**src/rtl/urtb_pkg.sv**
```systemverilog
// ----------------------------------------------------------------------------
// urtb_pkg: shared types and codes for the UART receive/transmit ring buffers
// Request and status codes, byte width and the control word passed from the
// ring controller to the response stage.
// ----------------------------------------------------------------------------
package urtb_pkg;

   localparam int unsigned DEPTH_DEFAULT = 128;
   localparam int unsigned BYTE_W        = 8;

   typedef logic [1:0]        req_code_type;
   typedef logic [1:0]        stat_code_type;
   typedef logic [BYTE_W-1:0] byte_type;

   // request codes
   localparam req_code_type REQ_LINE_RX  = 2'd0;
   localparam req_code_type REQ_SW_READ  = 2'd1;
   localparam req_code_type REQ_SW_WRITE = 2'd2;
   localparam req_code_type REQ_TX_READY = 2'd3;

   // status codes
   localparam stat_code_type STAT_OK       = 2'd0;
   localparam stat_code_type STAT_RX_EMPTY = 2'd1;
   localparam stat_code_type STAT_TX_FULL  = 2'd2;
   localparam stat_code_type STAT_RX_DROP  = 2'd3;

   // decision for one item, held until its response goes out
   typedef struct packed {
      stat_code_type status;
      logic          read_valid;
      logic          tx_valid;
      logic          tx_fwd;     // tx byte is the one written this item
   } rsp_info_type;

endpackage

```
**src/rtl/urtb_ram.sv**
```systemverilog
// ----------------------------------------------------------------------------
// urtb_ram: byte memory, one write port and one registered read port
// Read is read-first: a read and a write to the same entry in the same cycle
// return the old contents.
// ----------------------------------------------------------------------------
module urtb_ram #(
   parameter int unsigned DEPTH = urtb_pkg::DEPTH_DEFAULT
) (
   input  logic                       clock,
   input  logic                       wr_en,
   input  logic [$clog2(DEPTH)-1:0]   wr_addr,
   input  logic [urtb_pkg::BYTE_W-1:0] wr_data,
   input  logic                       rd_en,
   input  logic [$clog2(DEPTH)-1:0]   rd_addr,
   output logic [urtb_pkg::BYTE_W-1:0] rd_data
);
   import urtb_pkg::*;

   byte_type mem_ff [DEPTH];
   byte_type rd_data_ff;

   always_ff @(posedge clock) begin
      if (wr_en) begin
         mem_ff[wr_addr] <= wr_data;
      end
   end

   always_ff @(posedge clock) begin
      if (rd_en) begin
         rd_data_ff <= mem_ff[rd_addr];
      end
   end

   assign rd_data = rd_data_ff;

endmodule

```
**src/rtl/urtb_ctrl.sv**
```systemverilog
// ----------------------------------------------------------------------------
// urtb_ctrl: ring pointer control
// Holds head/tail of both rings, decides full/empty per item and issues the
// memory reads and writes for the accepted item.
// ----------------------------------------------------------------------------
module urtb_ctrl #(
   parameter int unsigned DEPTH = urtb_pkg::DEPTH_DEFAULT
) (
   input  logic                         clock,
   input  logic                         reset,
   input  logic                         accept,
   input  logic [1:0]                   req_code,
   input  logic                         tx_idle,
   output logic                         rx_wr_en,
   output logic [$clog2(DEPTH)-1:0]     rx_wr_addr,
   output logic                         rx_rd_en,
   output logic [$clog2(DEPTH)-1:0]     rx_rd_addr,
   output logic                         tx_wr_en,
   output logic [$clog2(DEPTH)-1:0]     tx_wr_addr,
   output logic                         tx_rd_en,
   output logic [$clog2(DEPTH)-1:0]     tx_rd_addr,
   output urtb_pkg::rsp_info_type       info
);
   import urtb_pkg::*;

   localparam int unsigned PTR_W = $clog2(DEPTH);
   localparam logic [PTR_W-1:0] PTR_LAST = PTR_W'(DEPTH - 1);

   function automatic logic [PTR_W-1:0] wrap_inc(input logic [PTR_W-1:0] p);
      return (p == PTR_LAST) ? '0 : p + PTR_W'(1);
   endfunction

   logic [PTR_W-1:0] rx_head_ff, rx_head_in;
   logic [PTR_W-1:0] rx_tail_ff, rx_tail_in;
   logic [PTR_W-1:0] tx_head_ff, tx_head_in;
   logic [PTR_W-1:0] tx_tail_ff, tx_tail_in;

   logic rx_full, rx_empty, tx_full, tx_empty;

   assign rx_full  = (wrap_inc(rx_head_ff) == rx_tail_ff);
   assign rx_empty = (rx_head_ff == rx_tail_ff);
   assign tx_full  = (wrap_inc(tx_head_ff) == tx_tail_ff);
   assign tx_empty = (tx_head_ff == tx_tail_ff);

   assign rx_wr_addr = rx_head_ff;
   assign rx_rd_addr = rx_tail_ff;
   assign tx_wr_addr = tx_head_ff;
   assign tx_rd_addr = tx_tail_ff;

   always_comb begin
      rx_head_in = rx_head_ff;
      rx_tail_in = rx_tail_ff;
      tx_head_in = tx_head_ff;
      tx_tail_in = tx_tail_ff;
      rx_wr_en   = 1'b0;
      rx_rd_en   = 1'b0;
      tx_wr_en   = 1'b0;
      tx_rd_en   = 1'b0;
      info       = '{status: STAT_OK, read_valid: 1'b0, tx_valid: 1'b0, tx_fwd: 1'b0};
      if (accept) begin
         unique case (req_code)
            REQ_LINE_RX: begin
               if (rx_full) begin
                  info.status = STAT_RX_DROP;
               end else begin
                  rx_wr_en   = 1'b1;
                  rx_head_in = wrap_inc(rx_head_ff);
               end
            end
            REQ_SW_READ: begin
               if (rx_empty) begin
                  info.status = STAT_RX_EMPTY;
               end else begin
                  rx_rd_en        = 1'b1;
                  info.read_valid = 1'b1;
                  rx_tail_in      = wrap_inc(rx_tail_ff);
               end
            end
            REQ_SW_WRITE: begin
               if (tx_full) begin
                  info.status = STAT_TX_FULL;
               end else begin
                  tx_wr_en   = 1'b1;
                  tx_head_in = wrap_inc(tx_head_ff);
                  if (tx_idle) begin
                     // transmitter idle: an empty ring passes the byte straight through, else the oldest byte is read
                     tx_rd_en      = !tx_empty;
                     info.tx_valid = 1'b1;
                     info.tx_fwd   = tx_empty;
                     tx_tail_in    = wrap_inc(tx_tail_ff);
                  end
               end
            end
            REQ_TX_READY: begin
               if (!tx_empty) begin
                  tx_rd_en      = 1'b1;
                  info.tx_valid = 1'b1;
                  tx_tail_in    = wrap_inc(tx_tail_ff);
               end
            end
            default: begin
            end
         endcase
      end
   end

   always_ff @(posedge clock) begin
      if (reset) begin
         rx_head_ff <= '0;
         rx_tail_ff <= '0;
         tx_head_ff <= '0;
         tx_tail_ff <= '0;
      end else begin
         rx_head_ff <= rx_head_in;
         rx_tail_ff <= rx_tail_in;
         tx_head_ff <= tx_head_in;
         tx_tail_ff <= tx_tail_in;
      end
   end

endmodule

```
**src/rtl/uart_rx_tx_ring_buffers_top.sv**
```systemverilog
// ----------------------------------------------------------------------------
// uart_rx_tx_ring_buffers_top: receive and transmit byte rings for a UART
//
// Two rings of DEPTH slots, each holding up to DEPTH-1 bytes, in two byte
// memories with registered read data.
// Request channel: an item is taken on a rising edge with start high and
// busy low. req_type selects line byte received, software read, software
// write or transmitter ready; req_data_byte and req_tx_idle go with it.
// Response channel: one item per request, on the rsp_ ports for exactly one
// cycle with rsp_strobe high, the cycle after the request was taken. The
// receiver cannot stall, so nothing is ever held back.
// The response data comes from the registered memory read; a new request
// may be taken every cycle, since pointers update at the accept edge and a
// following read sees the previous write in the memory.
// A write to an empty transmit ring with the transmitter idle hands the
// written byte straight to the response (bypass around the memory).
// Reset (synchronous) clears all four pointers, so both rings are empty;
// busy is high for the cycle after reset. Memory contents are not cleared.
// ----------------------------------------------------------------------------
module uart_rx_tx_ring_buffers_top #(
   parameter int unsigned DEPTH = urtb_pkg::DEPTH_DEFAULT
) (
   input  logic                          clock,
   input  logic                          reset,
   // request channel
   input  logic                          start,
   output logic                          busy,
   input  logic [1:0]                    req_type,
   input  logic [urtb_pkg::BYTE_W-1:0]   req_data_byte,
   input  logic                          req_tx_idle,
   // response channel
   output logic                          rsp_strobe,
   output logic [1:0]                    rsp_status,
   output logic [urtb_pkg::BYTE_W-1:0]   rsp_read_byte,
   output logic                          rsp_read_valid,
   output logic [urtb_pkg::BYTE_W-1:0]   rsp_tx_byte,
   output logic                          rsp_tx_valid
);
   import urtb_pkg::*;

   localparam int unsigned PTR_W = $clog2(DEPTH);

   logic             accept;
   logic             busy_ff;

   // memory command lines from the controller
   logic             rx_wr_en, rx_rd_en, tx_wr_en, tx_rd_en;
   logic [PTR_W-1:0] rx_wr_addr, rx_rd_addr, tx_wr_addr, tx_rd_addr;
   byte_type         rx_rd_data, tx_rd_data;

   // response stage
   rsp_info_type     info;
   rsp_info_type     info_ff;
   logic             rsp_valid_ff;
   byte_type         fwd_byte_ff;

   assign accept = start && !busy_ff;
   assign busy   = busy_ff;

   // only held off right after reset
   always_ff @(posedge clock) begin
      if (reset) begin
         busy_ff <= 1'b1;
      end else begin
         busy_ff <= 1'b0;
      end
   end

   urtb_ctrl #(.DEPTH(DEPTH)) u_ctrl (
      .clock      (clock),
      .reset      (reset),
      .accept     (accept),
      .req_code   (req_type),
      .tx_idle    (req_tx_idle),
      .rx_wr_en   (rx_wr_en),
      .rx_wr_addr (rx_wr_addr),
      .rx_rd_en   (rx_rd_en),
      .rx_rd_addr (rx_rd_addr),
      .tx_wr_en   (tx_wr_en),
      .tx_wr_addr (tx_wr_addr),
      .tx_rd_en   (tx_rd_en),
      .tx_rd_addr (tx_rd_addr),
      .info       (info)
   );

   // receive ring storage
   urtb_ram #(.DEPTH(DEPTH)) u_rx_ram (
      .clock   (clock),
      .wr_en   (rx_wr_en),
      .wr_addr (rx_wr_addr),
      .wr_data (req_data_byte),
      .rd_en   (rx_rd_en),
      .rd_addr (rx_rd_addr),
      .rd_data (rx_rd_data)
   );

   // transmit ring storage
   urtb_ram #(.DEPTH(DEPTH)) u_tx_ram (
      .clock   (clock),
      .wr_en   (tx_wr_en),
      .wr_addr (tx_wr_addr),
      .wr_data (req_data_byte),
      .rd_en   (tx_rd_en),
      .rd_addr (tx_rd_addr),
      .rd_data (tx_rd_data)
   );

   // decision and bypass byte ride along with the memory read
   always_ff @(posedge clock) begin
      if (reset) begin
         rsp_valid_ff <= 1'b0;
      end else begin
         rsp_valid_ff <= accept;
      end
   end

   always_ff @(posedge clock) begin
      if (accept) begin
         info_ff     <= info;
         fwd_byte_ff <= req_data_byte;
      end
   end

   assign rsp_strobe     = rsp_valid_ff;
   assign rsp_status     = info_ff.status;
   assign rsp_read_valid = info_ff.read_valid;
   assign rsp_read_byte  = info_ff.read_valid ? rx_rd_data : '0;
   assign rsp_tx_valid   = info_ff.tx_valid;
   assign rsp_tx_byte    = !info_ff.tx_valid ? '0 :
                           (info_ff.tx_fwd ? fwd_byte_ff : tx_rd_data);

   // every taken item gets its response on the next cycle, and only then
   a_rsp_follows_req: assert property (@(posedge clock) disable iff (reset)
      (start && !busy) |=> rsp_strobe)
      else $error("response missing after accepted item");

   a_no_spurious_rsp: assert property (@(posedge clock) disable iff (reset)
      !(start && !busy) |=> !rsp_strobe)
      else $error("response without an accepted item");

   // one item never both pops a received byte and feeds the transmitter
   a_one_pop_kind: assert property (@(posedge clock) disable iff (reset)
      rsp_strobe |-> !(rsp_read_valid && rsp_tx_valid))
      else $error("read and transmit pop in the same item");

   // an empty or failed request never delivers data
   a_fail_no_data: assert property (@(posedge clock) disable iff (reset)
      (rsp_strobe && rsp_status != STAT_OK) |-> (!rsp_read_valid && !rsp_tx_valid))
      else $error("data delivered with an error status");

endmodule
```
**config.mk**
```make
export PLATFORM = sky130hd
export DESIGN_NAME = uart_rx_tx_ring_buffers_top
export DESIGN_NICKNAME = d
export VERILOG_FILES = /design/src/rtl/urtb_pkg.sv /design/src/rtl/urtb_ram.sv /design/src/rtl/urtb_ctrl.sv /design/src/rtl/uart_rx_tx_ring_buffers_top.sv
export SDC_FILE = /design/constraint.sdc
export NUM_CORES = 2
export LEC_CHECK = 0
export BUFFER_PORTS_ARGS = -buffer_cell sky130_fd_sc_hd__buf_2
export CAP_MARGIN = 20
export CELL_PAD_IN_SITES_DETAIL_PLACEMENT = 1
export CELL_PAD_IN_SITES_GLOBAL_PLACEMENT = 1
export CORE_MARGIN = 8
export CORE_UTILIZATION = 28
export CTS_CLUSTER_DIAMETER = 80
export DETAILED_ROUTE_END_ITERATION = 10
export PLACE_DENSITY_LB_ADDON = 0.3
export REMOVE_ABC_BUFFERS = 1
export SETUP_SLACK_MARGIN = 0.15
export SLEW_MARGIN = 20
export SYNTH_ARGS = -nofsm -noshare
export SYNTH_HDL_FRONTEND = slang
export SYNTH_SLANG_ARGS = --single-unit
```
**constraint.sdc**
```tcl
create_clock -name clock -period 3.2 [get_ports clock]
set_input_delay 0.16 -clock clock [delete_from_list [all_inputs] [get_ports clock]]
set_output_delay 0.16 -clock clock [all_outputs]
set_load 0.05 [all_outputs]
```
# After elaboration in Yosys (flattened, before gate mapping)

Memory sizes are Yosys's and may differ from the RTL's. A register that Yosys moved wholly into a read port is not among the register bits.
Cells that the tools add are included.

Add/sub/neg operators: 4
Multipliers: 0
Div/mod/pow operators: 0
Magnitude comparators: 0
Equality and inequality tests: 14
Shift operators: 0
Multiplexer cells: 37
Bitwise logic cells: 5
Reductions and logical operators: 10

Operator list:

| cell                | count |
|---|---|
| $mux 7              | 7 |
| $add 7x1->7 const B | 4 |
| $eq 7x7->1          | 4 |
| $eq 7x7->1 const B  | 4 |
| $mux 8              | 3 |
| $mux 1              | 19 |
| $pmux 7 s2          | 1 |
| $reduce_and 3->1    | 3 |
| $mux 2              | 4 |
| $ne 2x2->1 const B  | 3 |
| $pmux 2 s3          | 1 |
| $not 1->1           | 5 |
| $reduce_and 5->1    | 1 |
| $eq 2x2->1 const B  | 2 |
| $pmux 1 s2          | 2 |
| $reduce_or 3->1     | 1 |
| $eq 2x1->1 const B  | 1 |
| $logic_not 1->1     | 2 |
| $logic_not 2->1     | 1 |
| $reduce_bool 2->1   | 1 |
| $logic_and 1x1->1   | 1 |

Register bits after elaboration: 43
Latch bits: 0
Memory bits (writable): 2048
Memory bits (read-only): 0
Input port bits: 14
Output and inout bits: 22
Logic and storage cells: 83
Memories kept: 2

Memories:

| memory          | words | width | read ports | clocked after Yosys merged registers in | write ports | line           | source |
|---|---|---|---|---|---|---|---|
| u_rx_ram.mem_ff | 128   | 8     | 1          | 1                                       | 1           | urtb_ram.sv:19 | `byte_type mem_ff [DEPTH];` |
| u_tx_ram.mem_ff | 128   | 8     | 1          | 1                                       | 1           | urtb_ram.sv:19 |  |

# Depth between registers and ports, before layout

Depth after elaboration: 8
Depth in mapped cells: 11
Depth with buffers taken out: 8

# By module

A second synthesis with hierarchy kept.

Cell total of the unflattened synthesis: 3582
Area, all modules: 82275.2 sq um

By module, submodules not included:

| module                      | instances | cells an instance | area each (sq um) | sequential area each (sq um) |
|---|---|---|---|---|
| urtb_ram                    | 2         | 1635              | 39745.6           | 30989.7 |
| urtb_ctrl                   | 1         | 268               | 2134.5            | 560.5 |
| uart_rx_tx_ring_buffers_top | 1         | 44                | 649.4             | 430.4 |

# Worst setup path before layout

Ideal clock, no wire load.

Kind: register -> register
Start point: reg u_ctrl.rx_head_ff[0], in the netlist u_ctrl.rx_wr_addr[0]
End point: mem u_rx_ram.mem_ff[120][0] (netlist name), enable pin
Library setup time: 0.370 ns
Arrival time: 2.605 ns
Data required time: 2.830 ns
Slack: 0.224 ns
Cell stages (with the launch flop): 11
Buffers on the path: 2
Clock period less this slack: 2.976 ns
Cell sequence: dfxtp_1 ha_1 nand2b_1 a21o_1 a31oi_1 nor4_4 a21boi_4 or4b_1 buf_2 buf_6 nor2_1

Longest elaborated chain between the ends: 8
Elaborated cells between the ends (all ways): 9
Classes of those cells: 1 x add/sub; 2 x eq/ne; 6 x mux

RTL lines:

| what                                             | line             | source |
|---|---|---|
| start, declared                                  | urtb_ctrl.sv:33  | `logic [PTR_W-1:0] rx_head_ff, rx_head_in;` |
| start signal, assigned                           | urtb_ctrl.sv:114 | `rx_head_ff <= rx_head_in;` |
| $add 7x1->7 / $eq 7x7->1 (equally long branches) | urtb_ctrl.sv:30  | `return (p == PTR_LAST) ? '0 : p + PTR_W'(1);` |
| $mux 7                                           | urtb_ctrl.sv:30  |  |
| $eq 7x7->1                                       | urtb_ctrl.sv:40  | `assign rx_full = (wrap_inc(rx_head_ff) == rx_tail_ff);` |
| $mux 1                                           | urtb_ctrl.sv:63  | `if (rx_full) begin` |
| $mux 1                                           | urtb_ctrl.sv:61  | `unique case (req_code)` |
| $mux 1                                           | urtb_ctrl.sv:60  | `if (accept) begin` |
| $mux 1                                           | urtb_ram.sv:23   | `if (wr_en) begin` |
| $mux 1 (implied by the code)                     | urtb_ram.sv:24   | `mem_ff[wr_addr] <= wr_data;` |
| end, declared                                    | urtb_ram.sv:19   |  |

Several ways; a longest one is shown, not always the timed one.

# Worst setup path after layout

Start point: reg u_ctrl.tx_head_ff[0], in the netlist u_ctrl.tx_wr_addr[0]
End point: mem u_tx_ram.mem_ff[71][7] (netlist name), enable pin

Longest elaborated chain between the ends: 8
Elaborated cells between the ends (all ways): 9
Classes of those cells: 1 x add/sub; 2 x eq/ne; 6 x mux

RTL lines:

| what                                             | line             | source |
|---|---|---|
| start, declared                                  | urtb_ctrl.sv:35  | `logic [PTR_W-1:0] tx_head_ff, tx_head_in;` |
| start signal, assigned                           | urtb_ctrl.sv:116 | `tx_head_ff <= tx_head_in;` |
| $add 7x1->7 / $eq 7x7->1 (equally long branches) | urtb_ctrl.sv:30  |  |
| $mux 7                                           | urtb_ctrl.sv:30  |  |
| $eq 7x7->1                                       | urtb_ctrl.sv:42  | `assign tx_full = (wrap_inc(tx_head_ff) == tx_tail_ff);` |
| $mux 1                                           | urtb_ctrl.sv:80  | `if (tx_full) begin` |
| $mux 1                                           | urtb_ctrl.sv:61  |  |
| $mux 1                                           | urtb_ctrl.sv:60  |  |
| $mux 1                                           | urtb_ram.sv:23   |  |
| $mux 1 (implied by the code)                     | urtb_ram.sv:24   |  |
| end, declared                                    | urtb_ram.sv:19   |  |

Several ways; a longest one is shown, not always the timed one.

==> flow_summary.yaml <==
cts:
  clk_latency_ns: 0.86
  cts_sinks: 2107
  cts_tree: "yes"
  cts.clk_slew.worst_paths_ns: 0.06
  clk_path_buf_depth: 4
  h-tree-depth: 4
  cts_made_buffers: 218
  clk_root_buffer_cell: "clkbuf_16"
yosys:
  netlist_area_um2: 82500
  seq_area_frac_synth_pct: 76.3
  synth_ff_type: "edfxtp_1"
  yosysWarnings: 0
  synth_cells: 3746
  yosys-top-cells-area: "edfxtp_1 76%, mux4_2 17%, nor2_1 1.3%, dfxtp_1 0.73%, mux2i_1 0.61%"
  ys_ff_latch: 2107
  synth.distinct_cells: 80
  synth_area_per_cell_um2: 22.0
  synth_top_cell_by_area: "edfxtp_1"
  synth_edf_count: 2077
  yosysTopAreaCellShare_pct: 75.6
  synthArstFlopShare_pct: 0
pwr:
  pwr-share-seq_pct: 54.0
  p_leak_nw: 29.7
  intPower_mw: 44.9
  power_frac_comb_pct: 1.9
  ir_drop_uv: 435
  pwr-share-clk_pct: 44.1
  sw_frac_of_total_pct: 20.0
  powerDensity_nw_per_um2: 571
  switchingPower_mw: 11.3
global_route:
  grt_pass1_vias: 42632
  overflow: 0
  grt_use_total_pct: 13.9
  grt_max_degree: 146
  antenna_found_initial: 5
  grt_first_pass_wirelength_um: 320000
sta:
  worst_pin_slew_ns: 1.23
  setup_viol: 0
  fin_skew_ns: 0.0596
  slew_headroom_pct: 18.2
  fin_crit_sh_pct: 93.6
  finalHoldViolCount: 0
  period_minus_slack_ns: 3.00
  slew_violations: 0
  finalSetupTns_ns: 0
  fmax_mhz: 334
  rsz0062_at_grt: "true"
final_layout:
  final_core_util_pct: 33.5
  area_delta_synth_final_pct: 19.3
  layout_commonest_cell: "edfxtp_1"
  nNetsFinal: 4290
  layout.cells.most_common_list: "2,077 x edfxtp_1, 615 x mux4_2, 377 x buf_4"
  fill_cells: 28936
  drive_gt1_share_pct: 34.9
floorplan:
  row_count: 199
  fp.dieW_um: 559
  dieArea_um2: 312000
  floorplan.initialDensity_pct: 28.1
  ios: 36
  core_um2: 294000
  dieHeight_um: 559
critical_path:
  cp_max_fo: 8
  cp.arrival_ns: 3.45
  worst_setup_path_end_kind: "register"
  start_kind: "register"
  critPathKind: "register to register"
  cp_data_required_time_ns: 3.65
run_status:
  status: "completed"
placed_design:
  gp_congestion: 0.803
  dp_hpwl_um: 140000
  portBuffers: 35
detailed_routing:
  viasPerCell: 4.77
  routed_wl_um: 221000
  final_antenna_net_count: 0
  drc_errors: 0
  routedWlPerCell_um: 26.5
  dr.pass1.iters: 5
  vias: 39879
  drtIter0Drc: 3232
job:
  cap_violations: 0
hold_path:
  hold_class: "primary input to register"
==> cell families after synthesis <==
| family | count (synthesis) | share of synthesized area [%] |
|---|---|---|
| buffers and inverters | 228 | 1.28 |
| flip-flops | 2107 | 76.3 |
| multiplexers | 675 | 17.5 |
| AND/OR/NAND/NOR | 544 | 3.08 |
| AO/OA/AOI/OAI | 163 | 1.43 |
| XOR/XNOR | 25 | 0.265 |
| adder cells (fa/ha/maj) | 4 | 0.0607 |
==> metrics by stage <==
stage / setup slack [ns] / hold slack (ns) / instance area [um2] / instances / power, mW
after global routing: 0.0923 / 0.0375 / 98400 / 8352 / 57.8
after floorplan: -10.19 / 0.188 / 81500 / 3530 / 31.3
after CTS: 0.168 / 0.0158 / 98100 / 8349 / 56.9
after detailed placement: -0.0757 / 0.567 / 91000 / 7952 / 32.0
after global placement: -0.0427 / 0.568 / 91000 / 7952 / 32.0
final: 0.203 / 0.0174 / 98400 / 8355 / 56.2
==> cell usage after synthesis, drive strengths merged, types with 3 or more instances <==
cell type	number
inv	10
o221ai	3
nor2b	31
dfxtp	30
a22oi	31
and2	17
mux4	615
or2	6
nor3b	3
or3	8
a311oi	4
a21boi	4
edfxtp	2077
mux2	10
nand4	18
mux2i	50
and3	7
o31ai	6
xor2	14
a211oi	7
o21ai	26
nand3b	7
xnor2	11
ha	4
o2111ai	3
clkbuf	77
nand2	63
o22ai	13
a31oi	5
nand2b	11
nor3	18
nand3	30
nor4	5
nor4bb	3
buf	139
o311ai	5
a21oi	23
a211o	3
nor2	305
a221oi	15
==> power by group through the flow <==
stage	registers, mW	clock network [mW]	logic [mW]
after global placement	30.9	0	1.05
after floorplan	31.0	0	0.335
after CTS	30.3	25.4	1.10
after detailed placement	30.9	0	1.08
final	30.3	24.8	1.06
after global routing	30.3	26.4	1.15
==> sequential cells by signal (all words and copies together) (netlist names) <==
register           cells
rsp_tx_valid           1
u_tx_ram.rd_data       8
u_rx_ram.mem_ff     1024
u_ctrl.rx_wr_addr      7
fwd_byte_ff            8
u_ctrl.rx_rd_addr      7
u_rx_ram.rd_data       8
u_ctrl.tx_wr_addr      7
rsp_status             2
info_ff                1
u_ctrl.tx_rd_addr      7
rsp_read_valid         1
busy                   1
u_tx_ram.mem_ff     1024
rsp_strobe             1
==> area by class of cell <==
type                            instances  area (um2)  share of cell area [%]
Tap cell                             3919        4900                    4.98
Clock buffer                          266        5700                    5.79
Sequential cell                      2107       63000                    64.0
Antenna cell                            3        7.51                 0.00763
Timing Repair Buffer                  522        4920                    5.00
Inverter                               12        46.3                  0.0470
Clock inverter                        115        1130                    1.15
Multi-Input combinational cell       1411       18700                    19.0
==> critical path, stage by stage, from the launching register on <==
cell and delay, ns:
dfxtp_1 0.34, ha_1 0.22, and3_1 0.25, buf_4 0.16, and2_1 0.19, o21ai_0 0.14
o2111a_1 0.21, nand2_1 0.10, nand2_1 0.17, nor2_1 0.81
==> what timing repair did <==
action                                  in CTS  in global routing
pin swaps                                    0                  1
hold buffers                                12                  0
buffers inserted                             4                  2
resized for setup                           32                 72
endpoints found under the hold margin      385                  0
endpoints found under the setup margin     297                982
gates cloned                                 0                  1
==> path summary, 6_finish.rpt <==
path                            slack, ns                  from                endpoint  depth (start not counted)
worst max-delay path                 0.20  u_ctrl.tx_wr_addr[0]  u_tx_ram.mem_ff[71][7]                          9
worst min-delay path                 0.02      req_data_byte[7]  u_tx_ram.mem_ff[30][7]                          1
worst max register to register       0.20  u_ctrl.tx_wr_addr[0]  u_tx_ram.mem_ff[71][7]                          9
worst min register to register       0.68  u_ctrl.tx_rd_addr[6]    u_ctrl.tx_rd_addr[6]                          3
==> layer usage <==
layer	wire (um)	part of all wire [%]	track usage [%]
met1	98900	45	19.3
met2	108000	49	23.3
met3	8380	3.8	1.68
met4	5530	2.5	3.38
met5	0	0	0
No activity file was read; power rests on OpenSTA's default activity.
